<file path="src/rtl/assert_macros.svh">
// Assertion macros shared by the polar/Cartesian converter RTL.
// Each macro expects signals named clock and reset in the using module.
`ifndef ASSERT_MACROS_SVH
`define ASSERT_MACROS_SVH

// Property checked at every rising clock edge outside reset.
`define PCC_ASSERT(label, prop, msg) \
   label: assert property (@(posedge clock) disable iff (reset) prop) \
      else $error(msg);

// Property checked at every rising clock edge, reset included.
`define PCC_ASSERT_ALL(label, prop, msg) \
   label: assert property (@(posedge clock) prop) else $error(msg);

`endif

</file>
<file path="src/rtl/pcc_pkg.sv">
// Shared types, constants and the arctangent table of the polar/Cartesian converter.
// No dependencies; every RTL module imports this package.
`default_nettype none

package pcc_pkg;

   // Operand and result formats.
   localparam int COORD_WIDTH        = 16;
   localparam int OUT_WIDTH          = COORD_WIDTH + 1;
   localparam int ITERATIONS_DEFAULT = 16;

   // Datapath x/y carry GUARD fraction bits; angles run in units of 2^-24 rad.
   localparam int GUARD           = 16;
   localparam int XW              = 35;
   localparam int ZW              = 28;
   localparam int ANGLE_IN_SHIFT  = 11;
   localparam int ANGLE_OUT_SHIFT = 11;

   // Gain compensation: v * INV_GAIN / 2^30, kept with GUARD fraction bits.
   localparam int GAIN_WIDTH     = 31;
   localparam int PRESCALE_SHIFT = 30 - GUARD;
   localparam int PROD_WIDTH     = COORD_WIDTH + 1 + GAIN_WIDTH;
   localparam logic signed [GAIN_WIDTH-1:0] INV_GAIN = 31'sd652032874;

   localparam logic signed [ZW-1:0] PI_Z      = 28'sd52707179;
   localparam logic signed [ZW-1:0] TWO_PI_Z  = 28'sd105414357;
   localparam logic signed [ZW-1:0] HALF_PI_Z = 28'sd26353590;

   localparam int ATAN_ENTRIES = 24;
   localparam logic signed [ZW-1:0] ATAN_TAB [ATAN_ENTRIES] = '{
      28'sd13176795, 28'sd7778716, 28'sd4110060, 28'sd2086331,
      28'sd1047214,  28'sd524117,  28'sd262123,  28'sd131069,
      28'sd65536,    28'sd32768,   28'sd16384,   28'sd8192,
      28'sd4096,     28'sd2048,    28'sd1024,    28'sd512,
      28'sd256,      28'sd128,     28'sd64,      28'sd32,
      28'sd16,       28'sd8,       28'sd4,       28'sd2
   };

   typedef enum logic {
      REQ_TO_POLAR = 1'b0,
      REQ_TO_CART  = 1'b1
   } req_kind_type;

   // One request in flight between the front end, the rotation cells and the back end.
   typedef struct packed {
      req_kind_type           mode;
      logic                   zero;
      logic                   neg;
      logic signed [XW-1:0]   x;
      logic signed [XW-1:0]   y;
      logic signed [ZW-1:0]   z;
   } pcc_item_type;

endpackage

`default_nettype wire

</file>
<file path="src/rtl/pcc_prep.sv">
// Front end: quadrant correction and angle reduction, then gain prescaling.
// Two pipeline registers; depends on pcc_pkg and assert_macros.svh.
`default_nettype none
`include "assert_macros.svh"

module pcc_prep import pcc_pkg::*; (
   input  wire logic                          clock,
   input  wire logic                          reset,
   input  wire logic                          req_valid,
   output logic                               req_ready,
   input  wire logic                          req_type,
   input  wire logic signed [COORD_WIDTH-1:0] req_in_first,
   input  wire logic signed [COORD_WIDTH-1:0] req_in_second,
   output logic                               dn_valid,
   input  wire logic                          dn_ready,
   output pcc_item_type                       dn_item
);

   // First stage registers.
   logic                         v1_ff, v1_in;
   req_kind_type                 mode1_ff, mode1_in;
   logic                         zero1_ff, zero1_in;
   logic signed [COORD_WIDTH:0]  a1_ff, a1_in;
   logic signed [COORD_WIDTH:0]  b1_ff, b1_in;
   logic signed [ZW-1:0]         z1_ff, z1_in;
   logic                         ready1;

   // Second stage registers.
   logic                         v2_ff, v2_in;
   pcc_item_type                 item_ff, item_in;
   logic                         ready2;

   logic signed [COORD_WIDTH:0]  a_ext, b_ext;
   logic                         flip;
   logic signed [ZW-1:0]         z_raw;
   logic signed [PROD_WIDTH-1:0] prod_a, prod_b;

   // Stage one: the to-polar path mirrors left-half-plane vectors by pi; the
   // to-Cartesian path wraps the angle into (-pi, pi].
   always_comb begin
      mode1_in = req_kind_type'(req_type);
      a_ext    = (COORD_WIDTH + 1)'(req_in_first);
      b_ext    = (COORD_WIDTH + 1)'(req_in_second);
      flip     = (mode1_in == REQ_TO_POLAR) && a_ext[COORD_WIDTH];
      a1_in    = flip ? -a_ext : a_ext;
      b1_in    = flip ? -b_ext : b_ext;
      zero1_in = (mode1_in == REQ_TO_POLAR) && (a_ext == '0) && (b_ext == '0);
      z_raw    = ZW'(req_in_second) <<< ANGLE_IN_SHIFT;
      unique case (mode1_in)
         REQ_TO_POLAR: begin
            if (!flip) begin
               z1_in = '0;
            end else if (!b_ext[COORD_WIDTH]) begin
               z1_in = PI_Z;
            end else begin
               z1_in = -PI_Z;
            end
         end
         REQ_TO_CART: begin
            if (z_raw > PI_Z) begin
               z1_in = z_raw - TWO_PI_Z;
            end else if (z_raw <= -PI_Z) begin
               z1_in = z_raw + TWO_PI_Z;
            end else begin
               z1_in = z_raw;
            end
         end
         default: z1_in = '0;
      endcase
   end

   // Stage two: remove the CORDIC gain in advance and fold the angle into
   // [-pi/2, pi/2], remembering to negate the result.
   assign prod_a = PROD_WIDTH'(a1_ff) * PROD_WIDTH'(INV_GAIN);
   assign prod_b = PROD_WIDTH'(b1_ff) * PROD_WIDTH'(INV_GAIN);

   always_comb begin
      item_in.mode = mode1_ff;
      item_in.zero = zero1_ff;
      item_in.neg  = 1'b0;
      item_in.z    = z1_ff;
      item_in.x    = XW'((prod_a + PROD_WIDTH'(1 << (PRESCALE_SHIFT - 1))) >>> PRESCALE_SHIFT);
      item_in.y    = '0;
      if (mode1_ff == REQ_TO_POLAR) begin
         item_in.y = XW'((prod_b + PROD_WIDTH'(1 << (PRESCALE_SHIFT - 1))) >>> PRESCALE_SHIFT);
      end else if (z1_ff > HALF_PI_Z) begin
         item_in.z   = z1_ff - PI_Z;
         item_in.neg = 1'b1;
      end else if (z1_ff < -HALF_PI_Z) begin
         item_in.z   = z1_ff + PI_Z;
         item_in.neg = 1'b1;
      end
   end

   assign ready2    = !v2_ff || dn_ready;
   assign ready1    = !v1_ff || ready2;
   assign req_ready = ready1;
   assign v1_in     = ready1 ? req_valid : v1_ff;
   assign v2_in     = ready2 ? v1_ff : v2_ff;

   always_ff @(posedge clock) begin
      if (reset) begin
         v1_ff <= 1'b0;
         v2_ff <= 1'b0;
      end else begin
         v1_ff <= v1_in;
         v2_ff <= v2_in;
      end
   end

   always_ff @(posedge clock) begin
      if (ready1 && req_valid) begin
         mode1_ff <= mode1_in;
         zero1_ff <= zero1_in;
         a1_ff    <= a1_in;
         b1_ff    <= b1_in;
         z1_ff    <= z1_in;
      end
      if (ready2 && v1_ff) begin
         item_ff <= item_in;
      end
   end

   assign dn_valid = v2_ff;
   assign dn_item  = item_ff;

   `PCC_ASSERT(a_polar_right_half, v1_ff && (mode1_ff == REQ_TO_POLAR) |-> !a1_ff[COORD_WIDTH], "mirrored x is negative")
   `PCC_ASSERT(a_fold_range, v2_ff && (item_ff.mode == REQ_TO_CART) |-> (item_ff.z <= HALF_PI_Z) && (item_ff.z >= -HALF_PI_Z), "folded angle outside half circle")

endmodule

`default_nettype wire

</file>
<file path="config.mk">
export PLATFORM = sky130hd
export DESIGN_NAME = pcc_prep
export DESIGN_NICKNAME = d
export VERILOG_FILES = /design/src/rtl/pcc_pkg.sv /design/src/rtl/pcc_prep.sv
export VERILOG_INCLUDE_DIRS = /design/src /design/src/rtl
export SDC_FILE = /design/constraint.sdc
export NUM_CORES = 1
export LEC_CHECK = 0
export ABC_AREA = 1
export BUFFER_PORTS_ARGS = -buffer_cell sky130_fd_sc_hd__buf_4
export CORE_MARGIN = 3
export CORE_UTILIZATION = 55
export DETAILED_ROUTE_END_ITERATION = 8
export PLACE_DENSITY_LB_ADDON = 0.12
export REMOVE_ABC_BUFFERS = 1
export SETUP_SLACK_MARGIN = 0.4
export SKIP_LAST_GASP = 1
export SYNTH_ARGS = -nofsm -noshare
export SYNTH_HDL_FRONTEND = slang
export SYNTH_SLANG_ARGS = --single-unit
</file>
<file path="constraint.sdc">
create_clock -name clock -period 8.7 [get_ports clock]
set_input_delay 0.87 -clock clock [delete_from_list [all_inputs] [get_ports clock]]
set_output_delay 0.87 -clock clock [all_outputs]
set_load 0.1 [all_outputs]
</file>
==> results.py <==
metrics = {
    "cts": {
        "cts_hold_buf": 0,
        "cts_setup_buffers": 0,
        "cts_sinks": 158,
        "clockBufferDepth": 2,
        "cts_resized": 0,
        "clkLatencyLatePin_ns": 0.48,
        "root_buffer": "clkbuf_16",
        "htree_levels": 4,
        "clk_pin_slew_ns": 0.07,
        "cts_tree": "done",
        "cts_buffers": 17,
    },
    "critical_path": {
        "cp_slowest_cell": "fa_1",
        "crit_family": "adder cells",
        "cp.buffers_inverters": 7,
        "start_kind": "register",
        "critPathArrivalTime_ns": 7.45,
        "worstSetupPathType": "reg -> reg",
        "worstPathMaxFanout": 11,
        "critical_path_required_ns": 8.91,
        "setup.worst_path.end_class": "register",
        "slowest_delay_ns": 0.69,
    },
    "place": {
        "dp_hpwl_microns": 74020,
        "port_buffers": 139,
        "gp_congestion": 0.9768,
        "place_ws_ns": 1.546,
        "dpl_cell_area_sq_um": 30900,
    },
    "timing": {
        "timing.fmax_ghz": 0.1381,
        "setup_ws_ns": 1.461,
        "period_share": 0.8320,
        "fin_hold_ws_ns": 0.4988,
        "clock_skew_ns": 0.02282,
        "tightest_slew_ns": 1.047,
        "rsz0062_at_grt": "no",
        "period_minus_slack_ns": 7.239,
        "setup_violations": 0,
        "hold_viol_final": 0,
        "slew_headroom": 0.3010,
        "tns_ns": 0,
        "final-max-slew-violation-count": 0,
    },
    "final_layout": {
        "fin_nets": 4669,
        "layout-drive-gt1-share": 0.05758,
        "final_common_cell": "inv_1",
        "n_antenna_cell": 0,
        "final_cell_mix": "inv_1 (981), nand2_1 (824), fa_1 (374), ha_1 (346), nor2_1 (328)",
        "syn_to_final_growth_pct": 8.283,
        "fin_area_sq_um": 31490,
    },
    "logic_synthesis": {
        "yosysUniqueCellTypes": 51,
        "synth_seq_area_share": 0.1625,
        "yosys_warnings": 0,
        "synthArstFlopShare": 0,
        "syn_avg_cell_area_sq_um": 7.699,
        "synth_flop_cell": "edfxtp_1",
        "synth_seq_cells": 158,
        "synth-edff-count": 156,
        "netlist_instances": 3777,
        "syn_area_sq_um": 29080,
    },
    "drt": {
        "post-route-drc-count": 0,
        "wl_microns": 84840,
        "num_vias": 24421,
        "antenna_left": 0,
        "initialDrtViolationCount": 1833,
        "dr.pass1.iters": 6,
        "vias_per_cell": 5.303,
        "wl_per_cell_microns": 18.42,
    },
    "die": {
        "num_rows": 83,
        "ios": 140,
        "dieArea_sq_um": 55660,
        "initial_core_util": 0.5611,
        "core-area_sq_um": 51820,
        "fp.dieW_microns": 235.9,
        "die_h_microns": 235.9,
    },
    "global_route": {
        "overflow": 0,
        "antenna_found_initial": 0,
        "grt_max_degree": 73,
        "grt_usage": 0.3158,
        "grt_pass1_wl_microns": 136900,
        "grt_pass1_vias": 25459,
    },
    "flow_run": {
        "maxCapViolCount": 0,
    },
    "outcome": {
        "outcome": "completed",
    },
    "min_path": {
        "worstHoldPathType": "reg -> reg",
    },
}
==> layer usage <==
layer | global-route usage | vias to the layer above | routed length [microns]
li1 | - | 11933 | -
met2 | 0.5477 | 795 | 41770
met1 | 0.3865 | 11470 | 33740
met3 | 0.04583 | 223 | 4479
met4 | 0.1534 | 0 | 4841
met5 | 0 | - | 0
==> synthesized netlist by cell type, drive strengths merged, types with 8 or more instances <==
cell type	count	area, sq um
inv	984	3694
nand2	833	3154
fa	374	7487
ha	346	4329
nor2	342	1340
nand3	169	880.8
edfxtp	156	4684
a21oi	139	703.2
o21ai	126	630.6
xor2	70	620.6
nand4	62	387.9
nor3	38	220.2
clkbuf	19	71.32
nand3b	13	97.59
o211ai	13	97.59
xnor2	11	96.34
o21bai	9	67.56
a31oi	8	50.05
buf	8	46.29
o22ai	8	50.05
o31ai	8	60.06
or2	8	50.05
==> area by class of cell <==
| type | count | area (sq um) |
|---|---|---|
| clock buffer | 17 | 425.4 |
| tap | 680 | 850.8 |
| sequential | 158 | 4725 |
| timing repair buffer | 143 | 1074 |
| inverter | 987 | 3705 |
| multi-input combinational | 2605 | 20540 |
| clock inverter | 15 | 162.7 |
| fill | 4828 | 20330 |
==> sequential cells by signal, summed over array words and instances, names as in the netlist <==
name	count
dn_item	99
b1_ff	17
dn_valid	1
v1_ff	1
a1_ff	17
mode1_ff	1
zero1_ff	1
z1_ff	21
==> through the flow <==
stage,util,instances
floorplan,-,3750
global placement,0.5963,4573
detailed placement,0.5963,4573
CTS,0.6076,4605
global route,0.6076,4605
finish,0.6076,4605
==> final timing paths <==
check	startpoint	cells past startpoint	slack [ns]	end
worst max-delay path	a1_ff[14]	27	1.46	dn_item[86]
worst min-delay path	zero1_ff	0	0.50	dn_item[99]
worst max register to register	a1_ff[14]	27	1.46	dn_item[86]
worst min register to register	zero1_ff	0	0.50	dn_item[99]
==> logic make-up after synthesis <==
kind of cell,Yosys count,synth area share
flops,158,0.1625
buf+inv,1014,0.1315
xor+xnor,81,0.02466
compound gates,327,0.06149
fa+ha+maj,720,0.4064
simple gates,1477,0.2136
Power is not shown: default switching activity piles up to over one toggle a cycle in this logic, so the estimate is an artifact.
