===== src/rtl/assert_macros.svh =====
// Assertion macros shared by the polar/Cartesian converter RTL.
// Each macro expects signals named clock and reset in the using module.
`ifndef ASSERT_MACROS_SVH
`define ASSERT_MACROS_SVH

// Property checked at every rising clock edge outside reset.
`define PCC_ASSERT(label, prop, msg) \
   label: assert property (@(posedge clock) disable iff (reset) prop) \
      else $error(msg);

// Property checked at every rising clock edge, reset included.
`define PCC_ASSERT_ALL(label, prop, msg) \
   label: assert property (@(posedge clock) prop) else $error(msg);

`endif


===== src/rtl/pcc_pkg.sv =====
// Shared types, constants and the arctangent table of the polar/Cartesian converter.
// No dependencies; every RTL module imports this package.
`default_nettype none

package pcc_pkg;

   // Operand and result formats.
   localparam int COORD_WIDTH        = 16;
   localparam int OUT_WIDTH          = COORD_WIDTH + 1;
   localparam int ITERATIONS_DEFAULT = 16;

   // Datapath x/y carry GUARD fraction bits; angles run in units of 2^-24 rad.
   localparam int GUARD           = 16;
   localparam int XW              = 35;
   localparam int ZW              = 28;
   localparam int ANGLE_IN_SHIFT  = 11;
   localparam int ANGLE_OUT_SHIFT = 11;

   // Gain compensation: v * INV_GAIN / 2^30, kept with GUARD fraction bits.
   localparam int GAIN_WIDTH     = 31;
   localparam int PRESCALE_SHIFT = 30 - GUARD;
   localparam int PROD_WIDTH     = COORD_WIDTH + 1 + GAIN_WIDTH;
   localparam logic signed [GAIN_WIDTH-1:0] INV_GAIN = 31'sd652032874;

   localparam logic signed [ZW-1:0] PI_Z      = 28'sd52707179;
   localparam logic signed [ZW-1:0] TWO_PI_Z  = 28'sd105414357;
   localparam logic signed [ZW-1:0] HALF_PI_Z = 28'sd26353590;

   localparam int ATAN_ENTRIES = 24;
   localparam logic signed [ZW-1:0] ATAN_TAB [ATAN_ENTRIES] = '{
      28'sd13176795, 28'sd7778716, 28'sd4110060, 28'sd2086331,
      28'sd1047214,  28'sd524117,  28'sd262123,  28'sd131069,
      28'sd65536,    28'sd32768,   28'sd16384,   28'sd8192,
      28'sd4096,     28'sd2048,    28'sd1024,    28'sd512,
      28'sd256,      28'sd128,     28'sd64,      28'sd32,
      28'sd16,       28'sd8,       28'sd4,       28'sd2
   };

   typedef enum logic {
      REQ_TO_POLAR = 1'b0,
      REQ_TO_CART  = 1'b1
   } req_kind_type;

   // One request in flight between the front end, the rotation cells and the back end.
   typedef struct packed {
      req_kind_type           mode;
      logic                   zero;
      logic                   neg;
      logic signed [XW-1:0]   x;
      logic signed [XW-1:0]   y;
      logic signed [ZW-1:0]   z;
   } pcc_item_type;

endpackage

`default_nettype wire


===== src/rtl/pcc_post.sv =====
// Back end: undo the angle fold, round, saturate and hold the result register.
// Two pipeline registers; depends on pcc_pkg.
`default_nettype none

module pcc_post import pcc_pkg::*; (
   input  wire logic                    clock,
   input  wire logic                    reset,
   input  wire logic                    up_valid,
   output logic                         up_ready,
   input  wire pcc_item_type            up_item,
   output logic                         rsp_valid,
   input  wire logic                    rsp_ready,
   output logic signed [OUT_WIDTH-1:0]  rsp_out_first,
   output logic signed [OUT_WIDTH-1:0]  rsp_out_second
);

   localparam int SW = XW + 1;
   localparam logic signed [SW-1:0] SAT_HI = SW'((1 << COORD_WIDTH) - 1);
   localparam logic signed [SW-1:0] SAT_LO = -SAT_HI - SW'(1);

   logic                        v1_ff, v1_in;
   pcc_item_type                item1_ff, item1_in;
   logic                        v2_ff, v2_in;
   logic signed [OUT_WIDTH-1:0] first_ff, first_in;
   logic signed [OUT_WIDTH-1:0] second_ff, second_in;
   logic                        ready2;
   logic signed [SW-1:0]        rx, ry, rz;

   function automatic logic signed [OUT_WIDTH-1:0] saturate(input logic signed [SW-1:0] v);
      logic signed [OUT_WIDTH-1:0] r;
      if (v > SAT_HI) begin
         r = SAT_HI[OUT_WIDTH-1:0];
      end else if (v < SAT_LO) begin
         r = SAT_LO[OUT_WIDTH-1:0];
      end else begin
         r = v[OUT_WIDTH-1:0];
      end
      return r;
   endfunction

   always_comb begin
      item1_in = up_item;
      if (up_item.neg) begin
         item1_in.x = -up_item.x;
         item1_in.y = -up_item.y;
      end
   end

   // Round half up, then clamp to the result width.
   always_comb begin
      rx = (SW'(item1_ff.x) + SW'(1 << (GUARD - 1))) >>> GUARD;
      ry = (SW'(item1_ff.y) + SW'(1 << (GUARD - 1))) >>> GUARD;
      rz = (SW'(item1_ff.z) + SW'(1 << (ANGLE_OUT_SHIFT - 1))) >>> ANGLE_OUT_SHIFT;
      if (item1_ff.zero) begin
         first_in  = '0;
         second_in = '0;
      end else begin
         first_in  = saturate(rx);
         second_in = (item1_ff.mode == REQ_TO_CART) ? saturate(ry) : saturate(rz);
      end
   end

   assign ready2   = !v2_ff || rsp_ready;
   assign up_ready = !v1_ff || ready2;
   assign v1_in    = up_ready ? up_valid : v1_ff;
   assign v2_in    = ready2 ? v1_ff : v2_ff;

   always_ff @(posedge clock) begin
      if (reset) begin
         v1_ff <= 1'b0;
         v2_ff <= 1'b0;
      end else begin
         v1_ff <= v1_in;
         v2_ff <= v2_in;
      end
   end

   always_ff @(posedge clock) begin
      if (up_ready && up_valid) begin
         item1_ff <= item1_in;
      end
      if (ready2 && v1_ff) begin
         first_ff  <= first_in;
         second_ff <= second_in;
      end
   end

   assign rsp_valid      = v2_ff;
   assign rsp_out_first  = first_ff;
   assign rsp_out_second = second_ff;

endmodule

`default_nettype wire


===== config.mk =====
export PLATFORM = sky130hd
export DESIGN_NAME = pcc_post
export DESIGN_NICKNAME = d
export VERILOG_FILES = /design/src/rtl/assert_macros.svh /design/src/rtl/pcc_pkg.sv /design/src/rtl/pcc_post.sv
export SDC_FILE = /design/constraint.sdc
export NUM_CORES = 1
export LEC_CHECK = 0
export BUFFER_PORTS_ARGS = -buffer_cell sky130_fd_sc_hd__buf_4
export CAP_MARGIN = 20
export CORE_MARGIN = 3
export CORE_UTILIZATION = 48
export CTS_CLUSTER_SIZE = 8
export DETAILED_ROUTE_END_ITERATION = 7
export PLACE_DENSITY_LB_ADDON = 0.15
export SLEW_MARGIN = 20
export SYNTH_ARGS = -nofsm -noshare
export SYNTH_HDL_FRONTEND = slang
export SYNTH_SLANG_ARGS = --single-unit
export TNS_END_PERCENT = 30

===== constraint.sdc =====
create_clock -name clock -period 2.55 [get_ports clock]
set_input_delay 0.255 -clock clock [delete_from_list [all_inputs] [get_ports clock]]
set_output_delay 0.255 -clock clock [all_outputs]
set_load 0.05 [all_outputs]

==> impl_metrics.tcl <==
set metrics [dict create \
    p_int_mw 2.62 \
    cts_setup_buffers 0 \
    postSynthAreaPerCell_um2 11.2 \
    first_pass_grt_wire_length_um 17700 \
    start_util_pct 49.9 \
    areaGrowthSynthToFinish_pct 28.5 \
    hold_viol_final 0 \
    io-pin-count 141 \
    startpoint_type "primary input" \
    number_of_h_tree_levels 3 \
    tritoncts "built" \
    share_clk_of_total_power_pct 27.1 \
    final_core_util_pct 64.1 \
    clock_skew_after_layout_ps 8.14 \
    post-place-ws_ps -279 \
    switching_part_of_the_total_pct 26.9 \
    critPathMostFrequentCell "sky130_fd_sc_hd__or4_4" \
    synth.cell_area_um2 5200 \
    initialDrtViolationCount 229 \
    antenna_found_initial 0 \
    post_synth_num_cell_types 42 \
    max_clock_freq_mhz 408 \
    cp_data_arrival_time_ps 2580 \
    finalSetupTns_ps 0 \
    netSwitchingPower_mw 0.966 \
    die-height_um 110 \
    drt_pre_antenna_iters 4 \
    post_dp_cell_area_um2 6480 \
    drt.antenna.violating_nets 0 \
    outcome "finished, final reports clean" \
    total_power_mw 3.59 \
    largest_net_degree_at_the_start_of_global_routing 41 \
    placed_cells 738 \
    vias 4092 \
    slew-limit-headroom_pct 56.8 \
    drc_errors 0 \
    syn_inst 463 \
    wire_per_inst_um 14.7 \
    detailed_place_hpwl_um 8770 \
    fp.dieW_um 110 \
    path_clk_slew_ps 80 \
    n_fill_cell 827 \
    post_route_cells_drive_above_1_share_pct 29.6 \
    layout.cell_area.non_filler_um2 6680 \
    synth_top_cell_area_share_pct 54.3 \
    rsz0062_at_grt "false" \
    root_buffer "sky130_fd_sc_hd__clkbuf_8" \
    grtUsageTotal_pct 19.0 \
    gp_routability_congestion 0.933 \
    endpoint_kind "flip-flop" \
    worstSkewPairLatency_ps 380 \
    number_of_enable_type_register_cells_in_the_synthesized_netlist 94 \
    cp_max_fo 3 \
    predominant_post_synthesis_flop_cell "sky130_fd_sc_hd__edfxtp_1" \
    cts-buffers-inserted 9 \
    commonest_non_fill_non_tap_cell_in_the_layout "sky130_fd_sc_hd__buf_4" \
    worst_path_setup_slack_after_routing_ps 101 \
    routed_wirelength_um 11100 \
    diodes 0 \
    synth_area_leader_cell "sky130_fd_sc_hd__edfxtp_1" \
    final-max-slew-violation-count 0 \
    final_net_count 721 \
    max-clock-path-buffers 2 \
    grt_pass1_vias 3799 \
    synth.top_cells.by_area "sky130_fd_sc_hd__edfxtp_1 (54%), sky130_fd_sc_hd__xnor2_1 (11%), sky130_fd_sc_hd__o21ai_0 (3.7%), sky130_fd_sc_hd__nand2_1 (3.3%), sky130_fd_sc_hd__a221oi_1 (2.7%)" \
    setup_viol 0 \
    cap_viol_max_count 0 \
    cts_hold_repair.buffers 0 \
    cell_breakdown_of_the_critical_path "buf_4 > or4_4 > or4_1 > or4_4 > or4_4 > o31ai_4 > xnor2_1" \
    cts_sinks 96 \
    finalCriticalPeriod_ps 2450 \
    cp.required_ps 2680 \
    core.rowCount 37 \
    async_reset_ff_share_pct 0 \
    part_of_the_yosys_area_used_for_sequential_elements_pct 55.0 \
    fin_crit_sh_pct 96.0 \
    mappedNetlistNets 571 \
    comb_power_share_pct 18.1 \
    critical_path.max_stage_delay_ps 520 \
    layoutNonFillerInstCount 754 \
    postSynthRegisterBits 96 \
    critical_path_class "in -> reg" \
    die-area_um2 12100 \
    placement.io_buffers 130 \
    seq_power_share_pct 54.8 \
    yosysWarnings 0 \
    top_library_cells_by_usage_in_the_layout_fill_and_taps_aside "sky130_fd_sc_hd__buf_4 (151), sky130_fd_sc_hd__edfxtp_1 (94), sky130_fd_sc_hd__xnor2_1 (67), sky130_fd_sc_hd__nand2_1 (45), sky130_fd_sc_hd__o21ai_0 (38)" \
    worst_path_max_delay_cell "sky130_fd_sc_hd__or4_4" \
    leakagePower_nw 2.44 \
    timing_worst_slew_pin_value_ps 648 \
    via_per_inst 5.43 \
    min_path_type "in -> reg" \
    globalRoute.totalOverflow 0 \
    cts_repair_resize_count 0 \
    pwr_density_cell_nw_per_um2 537 \
    core_area_um2 10400 \
    final.hold.worst_slack_ps 37.8 \
    maximum_resistive_drop_on_vdd_mv 0.353 \
]
synth_stat cells, types with 2 or more instances:
cell type and count:
sky130_fd_sc_hd__edfxtp_1 94, sky130_fd_sc_hd__xnor2_1 67, sky130_fd_sc_hd__nand2_1 46, sky130_fd_sc_hd__o21ai_0 38
sky130_fd_sc_hd__nand3_1 25, sky130_fd_sc_hd__nor2_1 20, sky130_fd_sc_hd__a221oi_1 16, sky130_fd_sc_hd__nand4_1 14
sky130_fd_sc_hd__xor2_1 13, sky130_fd_sc_hd__clkbuf_1 11, sky130_fd_sc_hd__nor3_1 11, sky130_fd_sc_hd__nor4_1 10
sky130_fd_sc_hd__a21oi_1 9, sky130_fd_sc_hd__o31ai_1 9, sky130_fd_sc_hd__and3_1 8, sky130_fd_sc_hd__and4_1 6
sky130_fd_sc_hd__inv_1 6, sky130_fd_sc_hd__or3_1 6, sky130_fd_sc_hd__or2_2 5, sky130_fd_sc_hd__nor2b_1 4
sky130_fd_sc_hd__a21o_1 3, sky130_fd_sc_hd__a31oi_1 3, sky130_fd_sc_hd__and2_1 3, sky130_fd_sc_hd__ha_1 3
sky130_fd_sc_hd__nand4b_1 3, sky130_fd_sc_hd__o211ai_1 3, sky130_fd_sc_hd__o21a_1 3, sky130_fd_sc_hd__or4_1 3
sky130_fd_sc_hd__or4_4 3, sky130_fd_sc_hd__buf_1 2, sky130_fd_sc_hd__dfxtp_1 2, sky130_fd_sc_hd__nand2b_1 2
sky130_fd_sc_hd__nor3b_1 2, sky130_fd_sc_hd__o41ai_1 2
routing by layer:
layer	GRT usage, %	vias up	part of all wire (%)
met3	4.60	9	7.0
met1	26.1	1872	45
met5	0	-	0
met2	30.2	150	47
met4	5.19	0	1.4
li1	-	2061	-
state kept, by name, summed over array words and instances, names as in the netlist:
signal and cells:
item1_ff 60, rsp_out_first 17, rsp_out_second 17, rsp_valid 1
v1_ff 1
worst paths after layout:
| check | startpoint | to | slack [ps] | cells past startpoint |
|---|---|---|---|---|
| max | up_item[84] | item1_ff[97] | 100 | 7 |
| min | reset | rsp_valid | 40 | 2 |
| max reg2reg | item1_ff[88] | rsp_out_first[13] | 190 | 7 |
| min reg2reg | v1_ff | rsp_valid | 510 | 2 |
power groups by stage:
| stage | Combinational, mW | Sequential, mW | Clock [mW] |
|---|---|---|---|
| global placement | 0.639 | 2.00 | 0 |
| finish | 0.650 | 1.96 | 0.972 |
| floorplan | 0.269 | 2.09 | 0 |
| global route | 0.711 | 1.98 | 1.07 |
| detailed placement | 0.649 | 2.00 | 0 |
| CTS | 0.651 | 1.96 | 0.996 |
worst max-delay path, delay by kind of cell:
kind,cells,cell delay (ps)
and+or+nand+nor,4,1920
AOI/OAI and AO/OA,1,200
buffers and inverters,1,110
xor gates and xnor gates,1,80
kinds of logic (layout without fill, tap and decap cells):
kind of cell,count (synthesis),count (layout),synth area share (%)
adder cells (fa/ha/maj),3,3,0.722
XOR/XNOR,80,80,13.5
AO/OA/AOI/OAI,94,94,12.0
flip-flops,96,96,55.0
buffers and inverters,19,174,1.37
AND/OR/NAND/NOR,171,171,17.4
cell type report:
class | count | area [µm²] | area share (%)
timing repair buffer | 152 | 1150 | 17.3
multi-input combinational | 348 | 2280 | 34.1
tap | 136 | 170 | 2.55
inverter | 6 | 22.5 | 0.337
clock buffer | 9 | 124 | 1.85
sequential | 96 | 2860 | 42.8
clock inverter | 7 | 71.3 | 1.07
Note: power is estimated with default switching activity, not from simulation.
