--- src/rtl/assert_macros.svh ---
// Assertion macros shared by the polar/Cartesian converter RTL.
// Each macro expects signals named clock and reset in the using module.
`ifndef ASSERT_MACROS_SVH
`define ASSERT_MACROS_SVH

// Property checked at every rising clock edge outside reset.
`define PCC_ASSERT(label, prop, msg) \
   label: assert property (@(posedge clock) disable iff (reset) prop) \
      else $error(msg);

// Property checked at every rising clock edge, reset included.
`define PCC_ASSERT_ALL(label, prop, msg) \
   label: assert property (@(posedge clock) prop) else $error(msg);

`endif

--- src/rtl/pcc_pkg.sv ---
// Shared types, constants and the arctangent table of the polar/Cartesian converter.
// No dependencies; every RTL module imports this package.
`default_nettype none

package pcc_pkg;

   // Operand and result formats.
   localparam int COORD_WIDTH        = 16;
   localparam int OUT_WIDTH          = COORD_WIDTH + 1;
   localparam int ITERATIONS_DEFAULT = 16;

   // Datapath x/y carry GUARD fraction bits; angles run in units of 2^-24 rad.
   localparam int GUARD           = 16;
   localparam int XW              = 35;
   localparam int ZW              = 28;
   localparam int ANGLE_IN_SHIFT  = 11;
   localparam int ANGLE_OUT_SHIFT = 11;

   // Gain compensation: v * INV_GAIN / 2^30, kept with GUARD fraction bits.
   localparam int GAIN_WIDTH     = 31;
   localparam int PRESCALE_SHIFT = 30 - GUARD;
   localparam int PROD_WIDTH     = COORD_WIDTH + 1 + GAIN_WIDTH;
   localparam logic signed [GAIN_WIDTH-1:0] INV_GAIN = 31'sd652032874;

   localparam logic signed [ZW-1:0] PI_Z      = 28'sd52707179;
   localparam logic signed [ZW-1:0] TWO_PI_Z  = 28'sd105414357;
   localparam logic signed [ZW-1:0] HALF_PI_Z = 28'sd26353590;

   localparam int ATAN_ENTRIES = 24;
   localparam logic signed [ZW-1:0] ATAN_TAB [ATAN_ENTRIES] = '{
      28'sd13176795, 28'sd7778716, 28'sd4110060, 28'sd2086331,
      28'sd1047214,  28'sd524117,  28'sd262123,  28'sd131069,
      28'sd65536,    28'sd32768,   28'sd16384,   28'sd8192,
      28'sd4096,     28'sd2048,    28'sd1024,    28'sd512,
      28'sd256,      28'sd128,     28'sd64,      28'sd32,
      28'sd16,       28'sd8,       28'sd4,       28'sd2
   };

   typedef enum logic {
      REQ_TO_POLAR = 1'b0,
      REQ_TO_CART  = 1'b1
   } req_kind_type;

   // One request in flight between the front end, the rotation cells and the back end.
   typedef struct packed {
      req_kind_type           mode;
      logic                   zero;
      logic                   neg;
      logic signed [XW-1:0]   x;
      logic signed [XW-1:0]   y;
      logic signed [ZW-1:0]   z;
   } pcc_item_type;

endpackage

`default_nettype wire

--- src/rtl/pcc_cell.sv ---
// One CORDIC micro-rotation stage with its own pipeline register.
// Depends on pcc_pkg and assert_macros.svh.
`default_nettype none
`include "assert_macros.svh"

module pcc_cell import pcc_pkg::*; #(
   parameter int SHIFT = 0
) (
   input  wire logic         clock,
   input  wire logic         reset,
   input  wire logic         up_valid,
   output logic              up_ready,
   input  wire pcc_item_type up_item,
   output logic              dn_valid,
   input  wire logic         dn_ready,
   output pcc_item_type      dn_item
);

   localparam int ANGLE_INDEX = (SHIFT < ATAN_ENTRIES) ? SHIFT : ATAN_ENTRIES - 1;
   localparam logic signed [ZW-1:0] ANGLE_STEP = ATAN_TAB[ANGLE_INDEX];

   logic                 valid_ff, valid_in;
   pcc_item_type         item_ff, item_in;
   logic signed [XW-1:0] x_sh, y_sh;
   logic                 turn_neg;

   // Rotation mode drives z toward zero, vectoring mode drives y toward zero.
   always_comb begin
      x_sh     = up_item.x >>> SHIFT;
      y_sh     = up_item.y >>> SHIFT;
      turn_neg = (up_item.mode == REQ_TO_CART) ? !up_item.z[ZW-1] : up_item.y[XW-1];
      item_in  = up_item;
      if (turn_neg) begin
         item_in.x = up_item.x - y_sh;
         item_in.y = up_item.y + x_sh;
         item_in.z = up_item.z - ANGLE_STEP;
      end else begin
         item_in.x = up_item.x + y_sh;
         item_in.y = up_item.y - x_sh;
         item_in.z = up_item.z + ANGLE_STEP;
      end
   end

   assign up_ready = !valid_ff || dn_ready;
   assign valid_in = up_ready ? up_valid : valid_ff;

   always_ff @(posedge clock) begin
      if (reset) begin
         valid_ff <= 1'b0;
      end else begin
         valid_ff <= valid_in;
      end
   end

   always_ff @(posedge clock) begin
      if (up_ready && up_valid) begin
         item_ff <= item_in;
      end
   end

   assign dn_valid = valid_ff;
   assign dn_item  = item_ff;

   `PCC_ASSERT(a_cell_hold, valid_ff && !dn_ready |=> valid_ff && $stable(item_ff), "cell lost a stalled request")

endmodule

`default_nettype wire

--- config.mk ---
export PLATFORM = sky130hd
export DESIGN_NAME = pcc_cell
export DESIGN_NICKNAME = d
export VERILOG_FILES = /design/src/rtl/pcc_pkg.sv /design/src/rtl/pcc_cell.sv
export VERILOG_INCLUDE_DIRS = /design/src /design/src/rtl
export SDC_FILE = /design/constraint.sdc
export NUM_CORES = 1
export LEC_CHECK = 0
export BUFFER_PORTS_ARGS = -buffer_cell sky130_fd_sc_hd__buf_4
export CORE_UTILIZATION = 55
export CTS_CLUSTER_DIAMETER = 150
export DETAILED_ROUTE_END_ITERATION = 10
export GPL_TIMING_DRIVEN = 0
export PLACE_DENSITY = 0.79
export RECOVER_POWER = 100
export SETUP_SLACK_MARGIN = 0.5
export SKIP_CTS_REPAIR_TIMING = 1
export SLEW_MARGIN = 15
export SYNTH_ARGS = -nofsm -noshare
export SYNTH_HDL_FRONTEND = slang
export SYNTH_SLANG_ARGS = --single-unit
--- constraint.sdc ---
create_clock -name clock -period 4.6 [get_ports clock]
set_input_delay 0.46 -clock clock [delete_from_list [all_inputs] [get_ports clock]]
set_output_delay 0.46 -clock clock [all_outputs]
set_load 0.005 [all_outputs]
==> reports/qor.json <==
{
  "worstReg2RegEnd": "dn_item[57]$_DFFE_PP_",
  "dominantRegCellSynth": "sky130_fd_sc_hd__edfxtp_1",
  "grt_first_pass_wirelength_microns": 56400,
  "io_buffer_count": 198,
  "post-place-cells": 1728,
  "clk_latency_ns": 0.36,
  "layout_min_cycle_time_ns": 4.07,
  "vias": 11000,
  "hold_path.startpoint": "reset",
  "max_cap_viol_count": 1,
  "wirelength_microns": 37200,
  "fin_worst_skew_ns": 0.0112,
  "vdd_drop_max_uv": 185,
  "netlist_cell_types": 95,
  "nFillCells": 1608,
  "worst-path-max-fanout": 20,
  "initial_antenna_violation_count": 0,
  "clock_tree.htree_level_count": 3,
  "net-switching-power_mw": 1.33,
  "start_kind": "input port",
  "timing.hold.worst_endpoint": "dn_valid$_SDFFE_PP0N_",
  "post_drt_via_cell_ratio": 6.28,
  "cts_tree": "yes",
  "criticalPathCategory": "input port to flop",
  "postSynthAreaPerCell_sq_um": 8.53,
  "area_growth_syn_to_layout_pct": 18.0,
  "cellLeakagePower_nw": 5.52,
  "cp_data_required_time_ns": 4.72,
  "hold-path-cell-count": 2,
  "tightestPinTransition_ns": 2.54,
  "post_synth_instance_area_sq_mm": 0.0108,
  "fmax_ghz": 0.245,
  "grt_pass1_vias": 10300,
  "synth_enable_flop_cells": 100,
  "drt-pass1-iter-count": 6,
  "nNetsFinal": 1703,
  "stdcell_count": 1744,
  "timing.reg2reg.setup_slack_ns": 1.58,
  "grt_max_degree": 65,
  "clk_path_buf_depth": 2,
  "clk_pin_slew_worst_paths_ns": 0.08,
  "seqPwrFrac_pct": 34.6,
  "report.final.slew_viol_count": 37,
  "globalRouteTotalUtil_pct": 36.6,
  "detail_route.wl_per_cell_microns": 21.3,
  "dp_hpwl_microns": 29500,
  "post_synthesis_async_set_or_reset_flop_share_pct": 0,
  "cts-root-buf": "sky130_fd_sc_hd__clkbuf_16",
  "place_congestion": 0.998,
  "internal-power_mw": 2.25,
  "dieArea_sq_mm": 0.0202,
  "top_level_ports": 208,
  "worst_slew_margin_rel_pct": -69.5,
  "register_to_register_path_depth": 3,
  "timing.hold.worst.class": "input port to flop",
  "synthesis.yosys.warnings": 0,
  "r2r-start": "dn_valid$_SDFFE_PP0N_",
  "cts-buffers-inserted": 9,
  "fp.dieW_microns": 142,
  "clock_power_share_pct": 22.7,
  "hold_viol": 0,
  "grt_remaining_overflow": 0,
  "detailedRoute.firstIterationViolations": 1119,
  "grt_setup_unrepaired": "no",
  "fin_tns_setup_ns": 0,
  "initial_utilization_pct": 56.9,
  "core.rowCount": 50,
  "diodes": 0,
  "cp_arrival_ns": 4.19,
  "design_power_mw": 3.58,
  "die_span_y_microns": 142,
  "post-route-drc-count": 0,
  "layout_worst_path_cycle_share_pct": 88.6,
  "crit_path_end_kind": "flop",
  "failed_checks": "capacitance limit, slew limit",
  "whs_ns": 0.247,
  "syn_nets": 1493,
  "powerDensity_mw_per_mm2": 280,
  "setup-violations-final": 0,
  "clkSinkCount": 101,
  "ant_nets": 0,
  "synthesis.instances": 1269,
  "post_route_cells_drive_above_1_share_pct": 16.8,
  "power_switching_share_pct": 37.2,
  "outcome": "finished, violations left",
  "synth_seq_cells": 101,
  "area_of_the_core_region_sq_mm": 0.0190,
  "synth_seq_area_share_pct": 27.9,
  "combPwrFrac_pct": 42.7
}
==> area by class of cell <==
class / count / area (sq um) / area share (%)
Buffer: 62 / 294 / 2.30
Multi-Input combinational cell: 995 / 7000 / 54.8
Clock inverter: 6 / 70.1 / 0.548
Sequential cell: 101 / 3020 / 23.7
Clock buffer: 10 / 229 / 1.79
Timing Repair Buffer: 199 / 1420 / 11.1
Inverter: 111 / 417 / 3.26
Tap cell: 260 / 325 / 2.55
==> placed cells by master (no fill, tap or decap), drive strengths merged, types with 5 or more instances in the layout <==
| cell type | netlist | final |
|---|---|---|
| ha | 116 | 116 |
| clkbuf | 24 | 152 |
| nor3b | 5 | 5 |
| a31oi | 11 | 11 |
| and3 | 7 | 7 |
| o21ai | 98 | 98 |
| a2111oi | 6 | 6 |
| nor3 | 23 | 23 |
| a21o | 36 | 36 |
| o21bai | 32 | 32 |
| o211ai | 12 | 12 |
| a211oi | 16 | 16 |
| o31a | 7 | 7 |
| nor2b | 14 | 14 |
| mux2i | 19 | 19 |
| a21boi | 10 | 10 |
| edfxtp | 100 | 100 |
| inv | 110 | 112 |
| nand2 | 67 | 67 |
| a21oi | 150 | 150 |
| nor4 | 13 | 13 |
| nand3 | 12 | 12 |
| or2 | 6 | 6 |
| nand2b | 15 | 15 |
| nand4 | 20 | 20 |
| or3 | 10 | 10 |
| o31ai | 16 | 16 |
| nor2 | 107 | 107 |
| buf | 38 | 119 |
| xnor2 | 83 | 83 |
| xor2 | 16 | 16 |
==> sequential cells by signal (all words and copies together), names as in the netlist <==
register,count
dn_valid,1
dn_item,100
==> worst max path at each step <==
stage                                       end          from  cells after the start  slack (ns)
after floorplan           dn_item[26]$_DFFE_PP_  up_item[100]                     16        0.72
after CTS                 dn_item[26]$_DFFE_PP_  up_item[100]                     17        0.26
after detailed placement  dn_item[26]$_DFFE_PP_  up_item[100]                     17       -0.12
after global placement    dn_item[26]$_DFFE_PP_  up_item[100]                     17       -0.05
after global routing      dn_item[26]$_DFFE_PP_  up_item[100]                     17        0.30
final                     dn_item[26]$_DFFE_PP_  up_item[100]                     17        0.53
==> stage by stage <==
step	area [sq um]	setup slack, ns	utilization [%]
3_5_place_dp	12700	-0.125	66.6
6_report	12800	0.526	67.2
5_1_grt	12800	0.297	67.2
4_1_cts	13000	0.264	68.2
2_1_floorplan	10800	0.719	-
3_3_place_gp	12600	-0.0471	66.5
==> cell usage after synthesis, drive strengths merged (4+ instances only) <==
| master | number | area (sq um) |
|---|---|---|
| o311ai | 4 | 42.6 |
| nand2b | 15 | 93.8 |
| and3 | 7 | 43.8 |
| o31a | 7 | 61.3 |
| a31o | 4 | 35.0 |
| a21oi | 150 | 769 |
| ha | 116 | 1450 |
| nand2 | 67 | 251 |
| mux2i | 19 | 190 |
| a22oi | 4 | 30.0 |
| or3 | 10 | 67.6 |
| or2 | 6 | 37.5 |
| nor2 | 107 | 425 |
| nor3 | 23 | 130 |
| nor3b | 5 | 37.5 |
| o211ai | 12 | 100 |
| a2111oi | 6 | 72.6 |
| a31oi | 11 | 83.8 |
| a211oi | 16 | 140 |
| nand3 | 12 | 65.1 |
| edfxtp | 100 | 3000 |
| xor2 | 16 | 140 |
| a2bb2oi | 4 | 41.3 |
| clkbuf | 24 | 90.1 |
| a21o | 36 | 278 |
| buf | 38 | 210 |
| o31ai | 16 | 134 |
| nand4 | 20 | 125 |
| o21bai | 32 | 240 |
| o21ai | 98 | 502 |
| inv | 110 | 413 |
| or4 | 4 | 33.8 |
| a21boi | 10 | 75.1 |
| nor2b | 14 | 95.1 |
| xnor2 | 83 | 727 |
| nor4 | 13 | 81.3 |
==> cells by family after synthesis <==
family | share of synthesized area [%]
mux | 1.76
flops | 27.9
xor+xnor | 8.01
compound gates | 26.8
buf+inv | 6.62
fa+ha+maj | 14.2
simple gates | 14.7
==> power groups by stage <==
stage	clock network [mW]	logic (mW)	registers, mW
after CTS	0.821	1.55	1.24
after global placement	0	1.52	1.26
final	0.813	1.53	1.24
after floorplan	0	0.921	1.28
after detailed placement	0	1.54	1.26
after global routing	0.842	1.64	1.25
==> critical path: stages <==
cell	delay [ns]
sky130_fd_sc_hd__clkbuf_1	0.12
sky130_fd_sc_hd__and2b_1	0.36
sky130_fd_sc_hd__nor2_8	0.08
sky130_fd_sc_hd__inv_1	0.15
sky130_fd_sc_hd__buf_6	0.17
sky130_fd_sc_hd__clkbuf_2	0.29
sky130_fd_sc_hd__buf_4	0.36
sky130_fd_sc_hd__ha_1	0.31
sky130_fd_sc_hd__buf_6	0.14
sky130_fd_sc_hd__a21o_4	0.23
sky130_fd_sc_hd__maj3_2	0.30
sky130_fd_sc_hd__a21o_1	0.21
sky130_fd_sc_hd__or3_1	0.31
sky130_fd_sc_hd__a31o_1	0.22
sky130_fd_sc_hd__a31o_1	0.22
sky130_fd_sc_hd__a21oi_1	0.16
sky130_fd_sc_hd__xnor2_1	0.09
==> routing by layer <==
metal / global-route usage (%) / vias up / share of wire [%]
li1: - / 5009 / -
met1: 48.7 / 5153 / 41
met2: 57.9 / 688 / 45
met3: 6.33 / 100 / 10
met4: 16.5 / 0 / 4.4
met5: 0 / - / 0
Power figures use the tool's default switching activity.
